## config.mk

```make
export PLATFORM = sky130hd
export DESIGN_NAME = card_number_luhn_brand_check_flat
export DESIGN_NICKNAME = d
export VERILOG_FILES = /design/src/clbc_pkg.sv /design/src/clbc_card_if.sv /design/src/clbc_verdict_if.sv /design/src/card_number_luhn_brand_check.sv /design/src/clbc_b2d.sv /design/src/clbc_scan.sv /design/src/flat_wrapper.sv
export SDC_FILE = /design/constraint.sdc
export NUM_CORES = 1
export LEC_CHECK = 0
export ABC_AREA = 1
export BUFFER_PORTS_ARGS = -buffer_cell sky130_fd_sc_hd__buf_2
export CAP_MARGIN = 40
export CORE_MARGIN = 2
export CORE_UTILIZATION = 64
export CTS_BUF_LIST = sky130_fd_sc_hd__clkbuf_2
export CTS_CLUSTER_DIAMETER = 120
export DETAILED_ROUTE_END_ITERATION = 12
export PLACE_DENSITY_LB_ADDON = 0.05
export SYNTH_ARGS = -nofsm -noshare
export SYNTH_HDL_FRONTEND = slang
export SYNTH_SLANG_ARGS = --single-unit
```

## constraint.sdc

```tcl
create_clock -name clk -period 3.23 [get_ports clk]
set_input_delay 0.646 -clock clk [delete_from_list [all_inputs] [get_ports clk]]
set_output_delay 0.646 -clock clk [all_outputs]
set_load 0.02 [all_outputs]
```

## src/clbc_pkg.sv

```systemverilog
// Shared types, constants and the BCD conversion step for the card number check.
package clbc_pkg;

	localparam int CardW   = 63;
	localparam int BinW    = 64;               // card number padded to an even width
	localparam int NumDig  = 19;
	localparam int BcdW    = 4 * NumDig;
	localparam int CountW  = 5;
	localparam int VerdW   = 2;
	localparam int ConvW   = 5;                // two bits per step, BinW/2 steps
	localparam int ConvSteps = BinW / 2;

	localparam logic [VerdW-1:0] VerdictInvalid = 2'd0;
	localparam logic [VerdW-1:0] VerdictVisa    = 2'd1;
	localparam logic [VerdW-1:0] VerdictAmex    = 2'd2;
	localparam logic [VerdW-1:0] VerdictMc      = 2'd3;

	typedef logic [BcdW-1:0]   bcd_t;
	typedef logic [3:0]        digit_t;
	typedef logic [CountW-1:0] count_t;

	typedef struct packed {
		logic [VerdW-1:0] verdict;
		count_t           digit_count;
	} result_t;

	// one double-dabble step: correct every digit, then shift in one bit
	function automatic bcd_t dabble(input bcd_t bcd, input logic bin_bit);
		bcd_t fixed;
		fixed = bcd;
		for (int k = 0; k < NumDig; k++) begin
			if (bcd[4*k +: 4] >= 4'd5) begin
				fixed[4*k +: 4] = bcd[4*k +: 4] + 4'd3;
			end
		end
		return {fixed[BcdW-2:0], bin_bit};
	endfunction

endpackage

```

## src/clbc_card_if.sv

```systemverilog
// Input channel: one card number word.
interface clbc_card_if;
	logic                         valid;
	logic                         ready;
	logic [clbc_pkg::CardW-1:0]   card_number;

	modport source (output valid, output card_number, input ready);
	modport sink (input valid, input card_number, output ready);
endinterface

```

## src/clbc_verdict_if.sv

```systemverilog
// Output channel: verdict and digit count word.
interface clbc_verdict_if;
	logic                          valid;
	logic                          ready;
	logic [clbc_pkg::VerdW-1:0]    verdict;
	logic [clbc_pkg::CountW-1:0]   digit_count;

	modport source (output valid, output verdict, output digit_count, input ready);
	modport sink (input valid, input verdict, input digit_count, output ready);
endinterface

```

## src/card_number_luhn_brand_check.sv

```systemverilog
// Card number check: count digits, recognise brand, Luhn mod-10 check.
// Each accepted word passes in turn through start, convert, scan and hand-off to the output register.
// A new word is taken only after the previous result has left HOLD, so words do not overlap; a stalled
//   output holds that hand-off back. Conversion uses the two-bit-per-cycle BCD converter and the
//   scan the one-digit-per-cycle scanner.
// Reset: arst_n clears the sequencer and the output valid; data registers are not reset.
module card_number_luhn_brand_check (
	input  logic                  clk,
	input  logic                  arst_n,
	clbc_card_if.sink             card_in,
	clbc_verdict_if.source        res_out
);

	// sequencer states
	typedef enum logic [3:0] {
		S_IDLE = 4'b0001,
		S_CONV = 4'b0010,
		S_SCAN = 4'b0100,
		S_HOLD = 4'b1000
	} state_t;

	state_t              state_q;
	logic                in_fire;
	logic                conv_done;
	logic                scan_done;
	logic                load_out;
	clbc_pkg::bcd_t      bcd;
	clbc_pkg::result_t   scan_res;
	clbc_pkg::result_t   out_q;
	logic                out_valid_q;

	// a new word is taken only in IDLE, even while the output register still holds a result
	assign card_in.ready = (state_q == S_IDLE);
	assign in_fire       = card_in.valid && card_in.ready;

	// the scanner's result is parked in HOLD until the output register frees up
	assign load_out = (state_q == S_HOLD) && (!out_valid_q || res_out.ready);

	// converter: iterative dabble unit, two bits a cycle
	clbc_b2d u_b2d (
		.clk    (clk),
		.arst_n (arst_n),
		.start  (in_fire),
		.value  (card_in.card_number),
		.bcd    (bcd),
		.done   (conv_done)
	);

	// scanner: one digit a cycle, Luhn sum plus length and leading digits
	clbc_scan u_scan (
		.clk    (clk),
		.arst_n (arst_n),
		.start  (conv_done),
		.bcd    (bcd),
		.result (scan_res),
		.done   (scan_done)
	);

	always_ff @(posedge clk or negedge arst_n) begin
		if (!arst_n) begin
			state_q <= S_IDLE;
		end else begin
			unique case (state_q)
				S_IDLE: begin
					if (in_fire) state_q <= S_CONV;
				end
				S_CONV: begin
					if (conv_done) state_q <= S_SCAN;
				end
				S_SCAN: begin
					if (scan_done) state_q <= S_HOLD;
				end
				S_HOLD: begin
					if (load_out) state_q <= S_IDLE;
				end
				default: state_q <= S_IDLE;
			endcase
		end
	end

	// output register
	always_ff @(posedge clk or negedge arst_n) begin
		if (!arst_n) begin
			out_valid_q <= 1'b0;
		end else if (load_out) begin
			out_valid_q <= 1'b1;
		end else if (res_out.ready) begin
			out_valid_q <= 1'b0;
		end
	end

	always_ff @(posedge clk) begin
		if (load_out) out_q <= scan_res;
	end

	assign res_out.valid       = out_valid_q;
	assign res_out.verdict     = out_q.verdict;
	assign res_out.digit_count = out_q.digit_count;

	// checks
	a_accept_starts: assert property (@(posedge clk) disable iff (!arst_n)
		in_fire |=> state_q == S_CONV)
		else $error("accepted word did not start conversion");

	a_count_range: assert property (@(posedge clk) disable iff (!arst_n)
		out_valid_q |-> out_q.digit_count <= 5'd19)
		else $error("digit count out of range");

	a_brand_length: assert property (@(posedge clk) disable iff (!arst_n)
		(out_valid_q && out_q.verdict != clbc_pkg::VerdictInvalid) |->
		(out_q.digit_count == 5'd13 || out_q.digit_count == 5'd15 ||
		out_q.digit_count == 5'd16))
		else $error("brand reported for an impossible length");

	a_amex_length: assert property (@(posedge clk) disable iff (!arst_n)
		(out_valid_q && out_q.verdict == clbc_pkg::VerdictAmex) |->
		out_q.digit_count == 5'd15)
		else $error("Amex verdict with wrong length");

endmodule

```

## src/clbc_b2d.sv

```systemverilog
// Iterative binary to BCD converter, two bits per cycle.
module clbc_b2d (
	input  logic                       clk,
	input  logic                       arst_n,
	input  logic                       start,
	input  logic [clbc_pkg::CardW-1:0] value,
	output clbc_pkg::bcd_t             bcd,
	output logic                       done
);

	logic [clbc_pkg::BinW-1:0] bin_q;
	clbc_pkg::bcd_t            bcd_q;
	logic [clbc_pkg::ConvW-1:0] step_q;
	logic                      busy_q;
	logic                      done_q;

	always_ff @(posedge clk or negedge arst_n) begin
		if (!arst_n) begin
			busy_q <= 1'b0;
			done_q <= 1'b0;
			step_q <= '0;
		end else begin
			done_q <= 1'b0;
			if (start) begin
				busy_q <= 1'b1;
				step_q <= '0;
			end else if (busy_q) begin
				step_q <= step_q + 1'b1;
				if (step_q == clbc_pkg::ConvW'(clbc_pkg::ConvSteps - 1)) begin
					busy_q <= 1'b0;
					done_q <= 1'b1;
				end
			end
		end
	end

	always_ff @(posedge clk) begin
		if (start) begin
			bin_q <= {1'b0, value};
			bcd_q <= '0;
		end else if (busy_q) begin
			bin_q <= {bin_q[clbc_pkg::BinW-3:0], 2'b00};
			bcd_q <= clbc_pkg::dabble(clbc_pkg::dabble(bcd_q, bin_q[clbc_pkg::BinW-1]),
				bin_q[clbc_pkg::BinW-2]);
		end
	end

	assign bcd  = bcd_q;
	assign done = done_q;

endmodule

```

## src/clbc_scan.sv

```systemverilog
// Digit scanner: one BCD digit per cycle for Luhn sum, length and leading digits.
module clbc_scan (
	input  logic                clk,
	input  logic                arst_n,
	input  logic                start,
	input  clbc_pkg::bcd_t      bcd,
	output clbc_pkg::result_t   result,
	output logic                done
);

	clbc_pkg::bcd_t    bcd_q;
	clbc_pkg::count_t  idx_q;
	clbc_pkg::count_t  count_q;
	clbc_pkg::digit_t  sum_q;
	clbc_pkg::digit_t  prev_q;
	clbc_pkg::digit_t  lead_q;
	clbc_pkg::digit_t  sec_q;
	logic              busy_q;
	logic              done_q;

	clbc_pkg::digit_t  dig;
	logic [4:0]        dbl;
	clbc_pkg::digit_t  term;
	logic [4:0]        acc;

	always_comb begin
		dig = bcd_q[3:0];
		dbl = {dig, 1'b0};
		if (idx_q[0]) begin
			term = (dbl > 5'd9) ? 4'(dbl - 5'd9) : dbl[3:0];
		end else begin
			term = dig;
		end
		acc = {1'b0, sum_q} + {1'b0, term};
	end

	always_ff @(posedge clk or negedge arst_n) begin
		if (!arst_n) begin
			busy_q <= 1'b0;
			done_q <= 1'b0;
			idx_q  <= '0;
		end else begin
			done_q <= 1'b0;
			if (start) begin
				busy_q <= 1'b1;
				idx_q  <= '0;
			end else if (busy_q) begin
				idx_q <= idx_q + 1'b1;
				if (idx_q == clbc_pkg::CountW'(clbc_pkg::NumDig - 1)) begin
					busy_q <= 1'b0;
					done_q <= 1'b1;
				end
			end
		end
	end

	always_ff @(posedge clk) begin
		if (start) begin
			bcd_q   <= bcd;
			count_q <= '0;
			sum_q   <= '0;
			prev_q  <= '0;
			lead_q  <= '0;
			sec_q   <= '0;
		end else if (busy_q) begin
			bcd_q  <= {4'd0, bcd_q[clbc_pkg::BcdW-1:4]};
			sum_q  <= (acc >= 5'd10) ? 4'(acc - 5'd10) : acc[3:0];
			prev_q <= dig;
			if (dig != 4'd0) begin
				count_q <= idx_q + 1'b1;
				lead_q  <= dig;
				sec_q   <= prev_q;
			end
		end
	end

	// brand by length and leading digits, gated by the Luhn sum
	logic [clbc_pkg::VerdW-1:0] brand;
	always_comb begin
		brand = clbc_pkg::VerdictInvalid;
		if (count_q == 5'd13 && lead_q == 4'd4) begin
			brand = clbc_pkg::VerdictVisa;
		end else if (count_q == 5'd15 && lead_q == 4'd3 &&
				(sec_q == 4'd4 || sec_q == 4'd7)) begin
			brand = clbc_pkg::VerdictAmex;
		end else if (count_q == 5'd16 && lead_q == 4'd5 &&
				sec_q >= 4'd1 && sec_q <= 4'd5) begin
			brand = clbc_pkg::VerdictMc;
		end else if (count_q == 5'd16 && lead_q == 4'd4) begin
			brand = clbc_pkg::VerdictVisa;
		end
		result.verdict     = (sum_q == 4'd0) ? brand : clbc_pkg::VerdictInvalid;
		result.digit_count = count_q;
	end

	assign done = done_q;

endmodule
```

## src/flat_wrapper.sv

```systemverilog
// flat-port wrapper written by rule: the top's interface ports become plain ports
module card_number_luhn_brand_check_flat 
  (clk, arst_n, card_in_valid, card_in_card_number, card_in_ready, res_out_valid, res_out_verdict, res_out_digit_count, res_out_ready);
  clbc_card_if card_in_i ();
  clbc_verdict_if res_out_i ();
  input  logic clk;
  input  logic arst_n;
  input wire logic [$bits(card_in_i.valid)-1:0] card_in_valid;
  input wire logic [$bits(card_in_i.card_number)-1:0] card_in_card_number;
  output wire logic [$bits(card_in_i.ready)-1:0] card_in_ready;
  output wire logic [$bits(res_out_i.valid)-1:0] res_out_valid;
  output wire logic [$bits(res_out_i.verdict)-1:0] res_out_verdict;
  output wire logic [$bits(res_out_i.digit_count)-1:0] res_out_digit_count;
  input wire logic [$bits(res_out_i.ready)-1:0] res_out_ready;
  assign card_in_i.valid = card_in_valid;
  assign card_in_i.card_number = card_in_card_number;
  assign card_in_ready = card_in_i.ready;
  assign res_out_valid = res_out_i.valid;
  assign res_out_verdict = res_out_i.verdict;
  assign res_out_digit_count = res_out_i.digit_count;
  assign res_out_i.ready = res_out_ready;
  card_number_luhn_brand_check u_core (.clk(clk), .arst_n(arst_n), .card_in(card_in_i), .res_out(res_out_i));
endmodule
```

Word-level counts from Yosys, hierarchy flattened
Index checks and enable logic that the tools add are counted.
{ "totals": {"regBits": 263, "inputBits": 67, "out_inout_bits": 9} }
{ "op_classes": {"addsub": 43, "magnitude_cmp": 42, "n_eq_ne": 18, "muxes": 110, "bitwise_logic": 1, "reduce_logical": 20} }
{ "ops": {"columns": ["cell", "n"], "rows": [
  ["$mux 4", 79],
  ["$ge 4x3->1 const B", 38],
  ["$mux 76", 2],
  ["$add 4x2->4 const B", 36],
  ["$mux 63", 2],
  ["$eq 4x3->1 const B", 5],
  ["$mux 5", 4],
  ["$mux 1", 16],
  ["$pmux 4 s4", 1],
  ["$eq 5x5->1 const B", 3],
  ["$mux 3", 4],
  ["$add 5x1->5 const B", 2],
  ["$eq 5x4->1 const B", 2],
  ["$logic_and 1x1->1", 9],
  ["$eq 4x2->1 const B", 2],
  ["$sub 4x4->4 const B", 2],
  ["$add 3x2->3 const B", 2],
  ["$ne 2x2->1 const B", 3],
  ["$reduce_bool 2->1", 3],
  ["$add 4x4->5", 1],
  ["$ge 5x4->1 const B", 1],
  ["$gt 5x4->1 const B", 1],
  ["$eq 4x1->1 const B", 1],
  ["$eq 4x4->1 const B", 1],
  ["other kinds (12)", 14]
]} }

Longest topological paths before layout
Gate-level depths: netlist (run 1).
{ "logic_depth": {"depth_word": 7, "ltp_mapped": 19, "mapped_depth_nobuf": 19} }

Cells and area by module
A second synthesis (run 1) with hierarchy kept.
{ "unflattened": {"hier_cells": 1847, "area_unflattened_um2": 14350.0} }
{ "by_module_without_submodules": {"columns": ["mod", "instances", "cells_per_inst", "area_each_um2"], "rows": [
  ["clbc_b2d", 1, 1279, 9121.2],
  ["clbc_scan", 1, 515, 4723.3],
  ["card_number_luhn_brand_check", 1, 53, 505.5]
]} }

Worst setup path before layout (run 1)
No wires, ideal clock.
{ "synth_timing": {"path_type": "register to register", "startpoint": "register u_core.u_scan.bcd_q[0]", "endpoint": "register u_core.u_scan.sum_q[1]", "setup_time_ns": 0.209, "t_arrival_ns": 2.676, "setup_slack_ns": 0.345, "path_stages_with_launch": 20, "path_buffers": 0, "period_less_slack_ns": 2.885, "path_cell_list": "edfxtp_1 inv_1 ha_1 or2_2 nand2_1 xor2_1 nand2_1 o21ai_0 inv_1 fa_1 inv_1 nand2_1 and2_1 ha_1 nand2_1 nand3_1 nand2_1 nand2_1 nand3_1 o21ai_0"} }
{ "synth_between": {"elab_chain_len": 6, "word_cells_on_any_way": 8, "classes_between": "add/sub: 3; order compare: 2; mux: 3"} }
{ "synth_lines": {"columns": ["item", "line", "source"], "rows": [
  ["start: declaration", "clbc_scan.sv:11", "clbc_pkg::bcd_t bcd_q;"],
  ["start signal: assignment", "clbc_scan.sv:66", "bcd_q <= {4'd0, bcd_q[clbc_pkg::BcdW-1:4]};"],
  ["$sub 4x4->4 or $gt 5x4->1 (tied branches)", "clbc_scan.sv:30", "term = (dbl > 5'd9) ? 4'(dbl - 5'd9) : dbl[3:0];"],
  ["$mux 4", "clbc_scan.sv:30", null],
  ["$mux 4 *", "clbc_scan.sv:29", "if (idx_q[0]) begin"],
  ["$add 4x4->5 *", "clbc_scan.sv:34", "acc = {1'b0, sum_q} + {1'b0, term};"],
  ["$sub 4x4->4 or $ge 5x4->1 (tied branches)", "clbc_scan.sv:67", "sum_q <= (acc >= 5'd10) ? 4'(acc - 5'd10) : acc[3:0];"],
  ["$mux 4 *", "clbc_scan.sv:67", null],
  ["end signal: assignment", "clbc_scan.sv:67", null],
  ["end: declaration", "clbc_scan.sv:14", "clbc_pkg::digit_t sum_q;"]
]} }
Every way passes the cells marked *; elsewhere a longest branch is shown, timed or not.
A chain may end at the register's enable or synchronous reset.

Worst setup path in the final report (run 1)
{ "layout_timing": {"startpoint": "register u_core.u_scan.bcd_q[1]", "endpoint": "register u_core.u_scan.sum_q[1]"} }
{ "layout_between": {"elab_chain_len": 6, "word_cells_on_any_way": 8, "classes_between": "add/sub: 3; order compare: 2; mux: 3"} }
{ "layout_lines": {"columns": ["item", "line"], "rows": [
  ["$gt 5x4->1 or $sub 4x4->4 (tied branches)", "clbc_scan.sv:30"],
  ["$mux 4", "clbc_scan.sv:30"],
  ["$mux 4 *", "clbc_scan.sv:29"],
  ["$add 4x4->5 *", "clbc_scan.sv:34"],
  ["$sub 4x4->4 or $ge 5x4->1 (tied branches)", "clbc_scan.sv:67"],
  ["$mux 4 *", "clbc_scan.sv:67"]
]} }
Marked as above.

==> results.sh, run 1 <==
export IMPL_route_met3_wl_mm=1.413
export IMPL_wl_met2_mm=15.19
export IMPL_power_share_combinational=0.554
export IMPL_initial_utilization=0.6473
export IMPL_worstReg2RegEnd="u_core.u_scan.sum_q[1]"
export IMPL_mostFrequentLayoutCell="nand2_1"
export IMPL_die_h_microns=154.6
export IMPL_antenna_found_initial=1
export IMPL_cts_tree="done"
export IMPL_power_leakage_uw=0.008482
export IMPL_max_freq_mhz=339.8
export IMPL_setup_slack_ps=287.2
export IMPL_root_buffer="clkbuf_2"
export IMPL_fin_skew_ps=89.93
export IMPL_hold_path_class="primary input to register"
export IMPL_ctsHtreeMaxLevel=3
export IMPL_stdcell_area_sq_mm=0.01630
export IMPL_die_w_microns=154.6
export IMPL_switchingPower_uw=8865
export IMPL_syn_inst=1877
export IMPL_yosysTopAreaCell="edfxtp_1"
export IMPL_placementRows=55
export IMPL_port_buffers=75
export IMPL_synth_main_ff_cell="edfxtp_1"
export IMPL_power_density_mw_per_mm2=1151
export IMPL_ys_seq_area_frac=0.4698
export IMPL_io_pins=76
export IMPL_synth_edff_count=146
export IMPL_startpoint_type="register"
export IMPL_drt_iter0_drc=870
export IMPL_dr_pass1_iters=7
export IMPL_max_slew_margin=0.5077
export IMPL_fin_hold_ws_ps=45.51
export IMPL_whs_path_depth=3
export IMPL_areaGrowthSynthToFinish_pct=12.24
export IMPL_ys_warn_count=0
export IMPL_final_cell_mix="731 x nand2_1, 232 x inv_1, 161 x nand3_1"
export IMPL_grt_pass1_vias=11900
export IMPL_cp_end_kind="register"
export IMPL_finalWeightedCongestion=0.8624
export IMPL_max_cap_violations=0
export IMPL_nNetsFinal=2187
export IMPL_totalWireLength_mm=31.09
export IMPL_path_clk_slew_ps=110
export IMPL_grt_first_pass_wirelength_mm=52.63
export IMPL_cts_sinks=263
export IMPL_tightest_slew_ps=737.4
export IMPL_internal_power_uw=9898
export IMPL_ys_types=38
export IMPL_irDropWorstVdd_v=0.0008008
export IMPL_synthTopCellsByArea="edfxtp_1 30%, nand2_1 19%, dfxtp_1 14%, ha_1 7.4%, inv_1 6.0%"
export IMPL_crit_path_max_fanout=4
export IMPL_status="complete, no violations"
export IMPL_grt_overflow=0
export IMPL_cp_slowest_cell="fa_2"
export IMPL_r2r_slack_ps=290
export IMPL_finalSetupViolations=0
export IMPL_synth_top_area_share=0.3019
export IMPL_vias=12550
export IMPL_critical_path_required_ps=3960
export IMPL_clk_latency_ps=870
export IMPL_synth_seq_cells=263
export IMPL_critical_path_most_common_cell="nand2_1"
export IMPL_cp_cell_sequence="inv_1 > ha_1 > or2_2 > nand2_2 > xor2_1 > nand2_1 > o21ai_2 > inv_1 > fa_2 > inv_1 > nand2_1 > and2_1 > ha_1 > nand2_1 > nand3_1 > nand2_1 > nand2_1 > nand3_1 > o21ai_0"
export IMPL_utilization=0.7265
export IMPL_routedWlPerCell_microns=13.09
export IMPL_fin_crit_sh=0.9111
export IMPL_grt_start_max_net_pins=98
export IMPL_period_minus_slack_ps=2943
export IMPL_timing_worst_setup_path_type="register to register"
export IMPL_p_seq_frac=0.314
export IMPL_reg2reg_from="u_core.u_scan.bcd_q[1]"
export IMPL_dieArea_sq_mm=0.02391
export IMPL_finalHoldViolations=0
export IMPL_synth_area_per_cell_sq_um=7.737
export IMPL_critPathCapture="u_core.u_scan.sum_q[1]"
export IMPL_drive_gt1_frac=0.1163
export IMPL_clk_path_buf_depth=3
export IMPL_synth_nets=2031
export IMPL_vias_per_cell=5.285
export IMPL_routed_top_layer="met4"
export IMPL_place_ws_ps=145.7
export IMPL_cp_slowest_stage_delay_ps=370
export IMPL_core_area_sq_mm=0.02243
export IMPL_cts_made_buffers=71
export IMPL_clockPowerShare=0.132
export IMPL_met1Wirelength_mm=13.55
export IMPL_arrival_ps=3680
export IMPL_dpl_hpwl_mm=20.04
export IMPL_ant_nets=0
export IMPL_r2r_cells=19
export IMPL_crit_path_start="u_core.u_scan.bcd_q[1]"
export IMPL_p_sw_frac=0.4725
export IMPL_remaining_drc_errors=0
export IMPL_dpl_instance_area_sq_mm=0.01516
export IMPL_setup_tns_final_ps=0
export IMPL_synthArstFlopShare=0.07224
export IMPL_track_usage=0.2648
export IMPL_syn_area_sq_mm=0.01452
export IMPL_slew_viol_final=0
==> layer usage <==
layer | track usage | up-vias
met5 | 0 | -
met4 | 0.1102 | 0
met3 | 0.04791 | 83
met2 | 0.4594 | 301
met1 | 0.3271 | 5706
li1 | - | 6463
==> cell usage after synthesis (7+ instances only) <==
library cell / number
nand2_1: 732
inv_1: 234
nand3_1: 161
o21ai_0: 161
edfxtp_1: 146
dfxtp_1: 98
ha_1: 86
nor2_1: 35
nand4_1: 30
a21oi_1: 29
clkbuf_1: 25
buf_2: 21
dfrtp_1: 18
o211ai_1: 16
or2_2: 15
nand3b_1: 11
nor3_1: 7
o22ai_1: 7
xor2_1: 7
==> critical path, delay by kind of cell, from the launching register on <==
| family | cells | cell delay [ps] |
|---|---|---|
| compound gates | 2 | 160 |
| xor+xnor | 1 | 170 |
| simple gates | 10 | 1080 |
| buf+inv | 3 | 230 |
| flops | 1 | 360 |
| fa+ha+maj | 3 | 800 |
==> per-stage QoR <==
| step | power, uW | std cells |
|---|---|---|
| after CTS | 18790 | 2374 |
| after global placement | 15770 | 2200 |
| final | 18760 | 2375 |
| after floorplan | 14130 | 1877 |
| after global routing | 21030 | 2375 |
| after detailed placement | 16220 | 2200 |
==> flip-flops by register name (all words and copies together), names as in the netlist, 5 cells and up <==
name and cells:
u_core.res_out.digit_count 5, u_core.u_b2d.step_q 5, u_core.u_scan.count_q 5, u_core.u_b2d.bcd 76, u_core.u_b2d.bin_q 64, u_core.u_scan.idx_q 5, u_core.u_scan.bcd_q 76
==> area by class of cell <==
| class | instances | area (sq um) |
|---|---|---|
| antenna | 1 | 2.502 |
| clock buffer | 113 | 565.5 |
| clock inverter | 16 | 116.4 |
| fill | 1793 | 6135 |
| inverter | 239 | 899.6 |
| multi-input combinational | 1326 | 6583 |
| sequential | 263 | 6823 |
| tap | 285 | 356.6 |
| timing repair buffer | 132 | 953.4 |
==> worst min-delay path by stage <==
stage	to	slack [ps]	from
after floorplan	u_core.res_out.valid	350	arst_n
after CTS	u_core.u_b2d.bin_q[21]	0.6	card_in_card_number[21]
after global placement	u_core.u_scan.sec_q[2]	440	u_core.u_scan.prev_q[2]
final	u_core.u_b2d.bin_q[62]	50	card_in_card_number[62]
after detailed placement	u_core.u_b2d.bcd[21]	440	u_core.u_b2d.bcd[21]
after global routing	u_core.u_b2d.bin_q[59]	10	card_in_card_number[59]
==> kinds of logic (layout without fill, tap and decap cells) <==
logic type               after synthesis  count (layout)  share of synthesized area
flip-flops                           263             263                     0.4698
XOR/XNOR                               9               9                   0.005429
AND/OR/NAND/NOR                     1001            1001                     0.2865
other                                  0               1                          0
AO/OA/AOI/OAI                        229             229                    0.08496
adder cells (fa/ha/maj)               87              87                    0.07548
buffers and inverters                288             500                    0.07780
==> power groups by stage <==
stage / logic, uW / registers, uW / clock network, uW
5_1_grt: 12300 / 6050 / 2680
3_3_place_gp: 9860 / 5910 / 0
4_1_cts: 10400 / 5880 / 2530
3_5_place_dp: 10300 / 5940 / 0
6_report: 10400 / 5900 / 2470
2_1_floorplan: 8390 / 5740 / 0
==> what timing repair did <==
item / 4_1_cts / 5_1_grt
endpoints found under the hold margin: 63 / 0
resized for setup: 0 / 4
buffers inserted: 0 / 0
endpoints found under the setup margin: 0 / 2
hold buffers: 45 / 0
(Power assumes the default switching activity.)
==> inputs of run 2 (changes only) <==
BUFFER_PORTS_ARGS = unset   (was -buffer_cell sky130_fd_sc_hd__buf_2)
CORE_UTILIZATION = 65   (was 64)
DONT_BUFFER_PORTS = 1   (was unset)
SLEW_MARGIN = 20   (was unset)
==> run 2 against run 1 <==
Flip-flop and latch count stayed put. Largest cell class unchanged. Clock power hardly changed. Power is 0.53% higher. Combinational power hardly changed. Sequential share of layout area is 0.30 points higher. Critical path depth stayed put. Highest routed layer unchanged. Sequential power hardly changed.
==> results.sh, run 2 (same netlist as run 1, synthesis figures left out) <==
export IMPL_status="complete, no violations"
export IMPL_hold_start="card_in_card_number[48]"
export IMPL_max_freq_mhz=332.5
export IMPL_areaGrowthSynthToFinish_pct=11.45
export IMPL_cts_made_buffers=68
export IMPL_busiest_layer="met2"
export IMPL_place_ws_ps=94.21
export IMPL_p_sw_frac=0.4716
export IMPL_die_h_microns=153.5
export IMPL_ctsHtreeMaxLevel=3
export IMPL_cp_end_kind="register"
export IMPL_critical_path_required_ps=3900
export IMPL_cts_sinks=263
export IMPL_finalWeightedCongestion=0.7939
export IMPL_clk_path_buf_depth=3
export IMPL_worst_path_buf_inv=3
export IMPL_critPathTopFamily="simple AND/OR/NAND/NOR gates"
export IMPL_grt_first_pass_wirelength_mm=52.83
export IMPL_switchingPower_uw=8895
export IMPL_timing_worst_setup_path_type="register to register"
export IMPL_path_clk_slew_ps=100
export IMPL_die_w_microns=153.5
export IMPL_grtUsageMet2=0.4600
export IMPL_crit_path_start="u_core.u_scan.bcd_q[0]"
export IMPL_grt_pass1_vias=12010
export IMPL_dieArea_sq_mm=0.02355
export IMPL_grtUsageMet1=0.3329
export IMPL_finalSetupViolations=0
export IMPL_initial_utilization=0.6634
export IMPL_vias=12520
export IMPL_crit_path_max_fanout=4
export IMPL_arrival_ps=3680
export IMPL_hold_path_class="primary input to register"
export IMPL_stdcell_area_sq_mm=0.01618
export IMPL_dpl_hpwl_mm=19.62
export IMPL_max_cap_violations=0
export IMPL_mostFrequentLayoutCell="nand2_1"
export IMPL_cp_slowest_cell="fa_1"
export IMPL_placementRows=54
export IMPL_nNetsFinal=2131
export IMPL_io_pins=76
export IMPL_routedWlPerCell_microns=13.42
export IMPL_tightest_slew_ps=826.9
export IMPL_cts_tree="done"
export IMPL_grt_start_max_net_pins=89
export IMPL_slew_viol_final=0
export IMPL_remaining_drc_errors=0
export IMPL_whs_path_depth=2
export IMPL_clk_latency_ps=840
export IMPL_setup_tns_final_ps=0
export IMPL_startpoint_type="register"
export IMPL_root_buffer="clkbuf_2"
export IMPL_fin_skew_ps=95.01
export IMPL_antenna_found_initial=1
export IMPL_dp_cells=2118
export IMPL_fin_crit_sh=0.9310
export IMPL_setup_slack_ps=222.8
export IMPL_finalHoldViolations=0
export IMPL_power_share_combinational=0.556
export IMPL_internal_power_uw=9968
export IMPL_power_density_mw_per_mm2=1165
export IMPL_power_leakage_uw=0.008291
export IMPL_cp_slowest_stage_delay_ps=400
export IMPL_max_slew_margin=0.4487
export IMPL_clockPowerShare=0.131
export IMPL_port_buffers=0
export IMPL_grt_overflow=0
export IMPL_cp_cell_sequence="inv_1 > ha_1 > or2_2 > nand2_4 > nand2_1 > o21ai_0 > ha_2 > inv_1 > fa_1 > inv_1 > nand2_1 > and2_1 > ha_1 > nand2_1 > nand3_1 > nand2_1 > nand2_1 > nand3_1 > o21ai_0"
export IMPL_dr_pass1_iters=5
export IMPL_totalWireLength_mm=31.05
export IMPL_critical_path_most_common_cell="nand2_1"
export IMPL_final_cell_mix="731 x nand2_1, 232 x inv_1, 161 x nand3_1"
export IMPL_drt_iter0_drc=1034
export IMPL_reg2reg_from="u_core.u_scan.bcd_q[0]"
export IMPL_grtUsageMet3=0.05274
export IMPL_drive_gt1_frac=0.08366
export IMPL_ant_nets=0
export IMPL_track_usage=0.2663
export IMPL_dpl_instance_area_sq_mm=0.01478
export IMPL_stdcell_count=2313
export IMPL_vias_per_cell=5.411
export IMPL_p_seq_frac=0.313
export IMPL_period_minus_slack_ps=3007
export IMPL_r2r_cells=19
export IMPL_cp_num_cells=19
export IMPL_core_area_sq_mm=0.02189
export IMPL_irDropWorstVdd_v=0.0006766
==> run 2: cell count changes in the layout (fill, tap and decap cells not counted), moves of 2 or more <==
| cell | previous run | this run |
|---|---|---|
| clkinv_4 | 2 | 0 |
| dlygate4sd3_1 | 45 | 64 |
| buf_8 | 0 | 2 |
| buf_16 | 0 | 2 |
| inv_6 | 2 | 0 |
| clkinv_1 | 8 | 5 |
| buf_2 | 75 | 0 |
==> run 2: path summary, 6_finish.rpt <==
path,end,slack [ps]
max,u_core.u_scan.sum_q[1],220
min,u_core.u_b2d.bin_q[48],80
max reg2reg,u_core.u_scan.sum_q[1],220
min reg2reg,u_core.u_b2d.bcd[5],460
max in group asynchronous,u_core.state_q[0],2690
min in group asynchronous,u_core.res_out.valid,90
==> run 2: metrics by stage <==
step	total power (uW)	hold WS, ps	util
6_report	18860	76.02	0.7393
5_1_grt	21090	20.85	0.7393
4_1_cts	18750	2.988	0.7353
3_5_place_dp	16150	350.8	0.6751
3_3_place_gp	15670	350.8	0.6738
2_1_floorplan	14130	350.4	-
==> run 2: cell type report <==
type                            count  area [sq um]
Multi-Input combinational cell   1326          6588
Fill cell                        1665          5707
Antenna cell                        1         2.502
Clock buffer                      114         570.5
Tap cell                          280         350.3
Timing Repair Buffer               79         845.8
Clock inverter                     11         106.4
Inverter                          239         898.4
Sequential cell                   263          6823
==> run 2: power by group through the flow <==
stage	sequential (uW)	clock (uW)	combinational, uW
finish	5900	2480	10500
global route	6040	2710	12300
CTS	5880	2520	10400
detailed placement	5940	0	10200
global placement	5900	0	9770
floorplan	5740	0	8390
==> run 2: per-layer routing <==
layer  vias up  routed length [microns]  share of wire
met2       335                    15130           0.49
li1       6355                        -              -
met1      5757                    13640           0.44
met3        68                     1524          0.049
met5         -                        0              0
met4         0                      751          0.024
==> run 2: repair_timing <==
item | 4_1_cts | 5_1_grt
buffers inserted | 0 | 2
endpoints found under the hold margin | 84 | 0
endpoints found under the setup margin | 0 | 2
gates resized for setup | 0 | 5
hold buffers | 64 | 0
==> run 2: worst reg2reg max path, delay by kind of cell, from the launching register on <==
kind            cells  cell delay (ps)
buf+inv             3              210
fa+ha+maj           4             1070
flops               1              370
compound gates      2              190
simple gates       10             1080
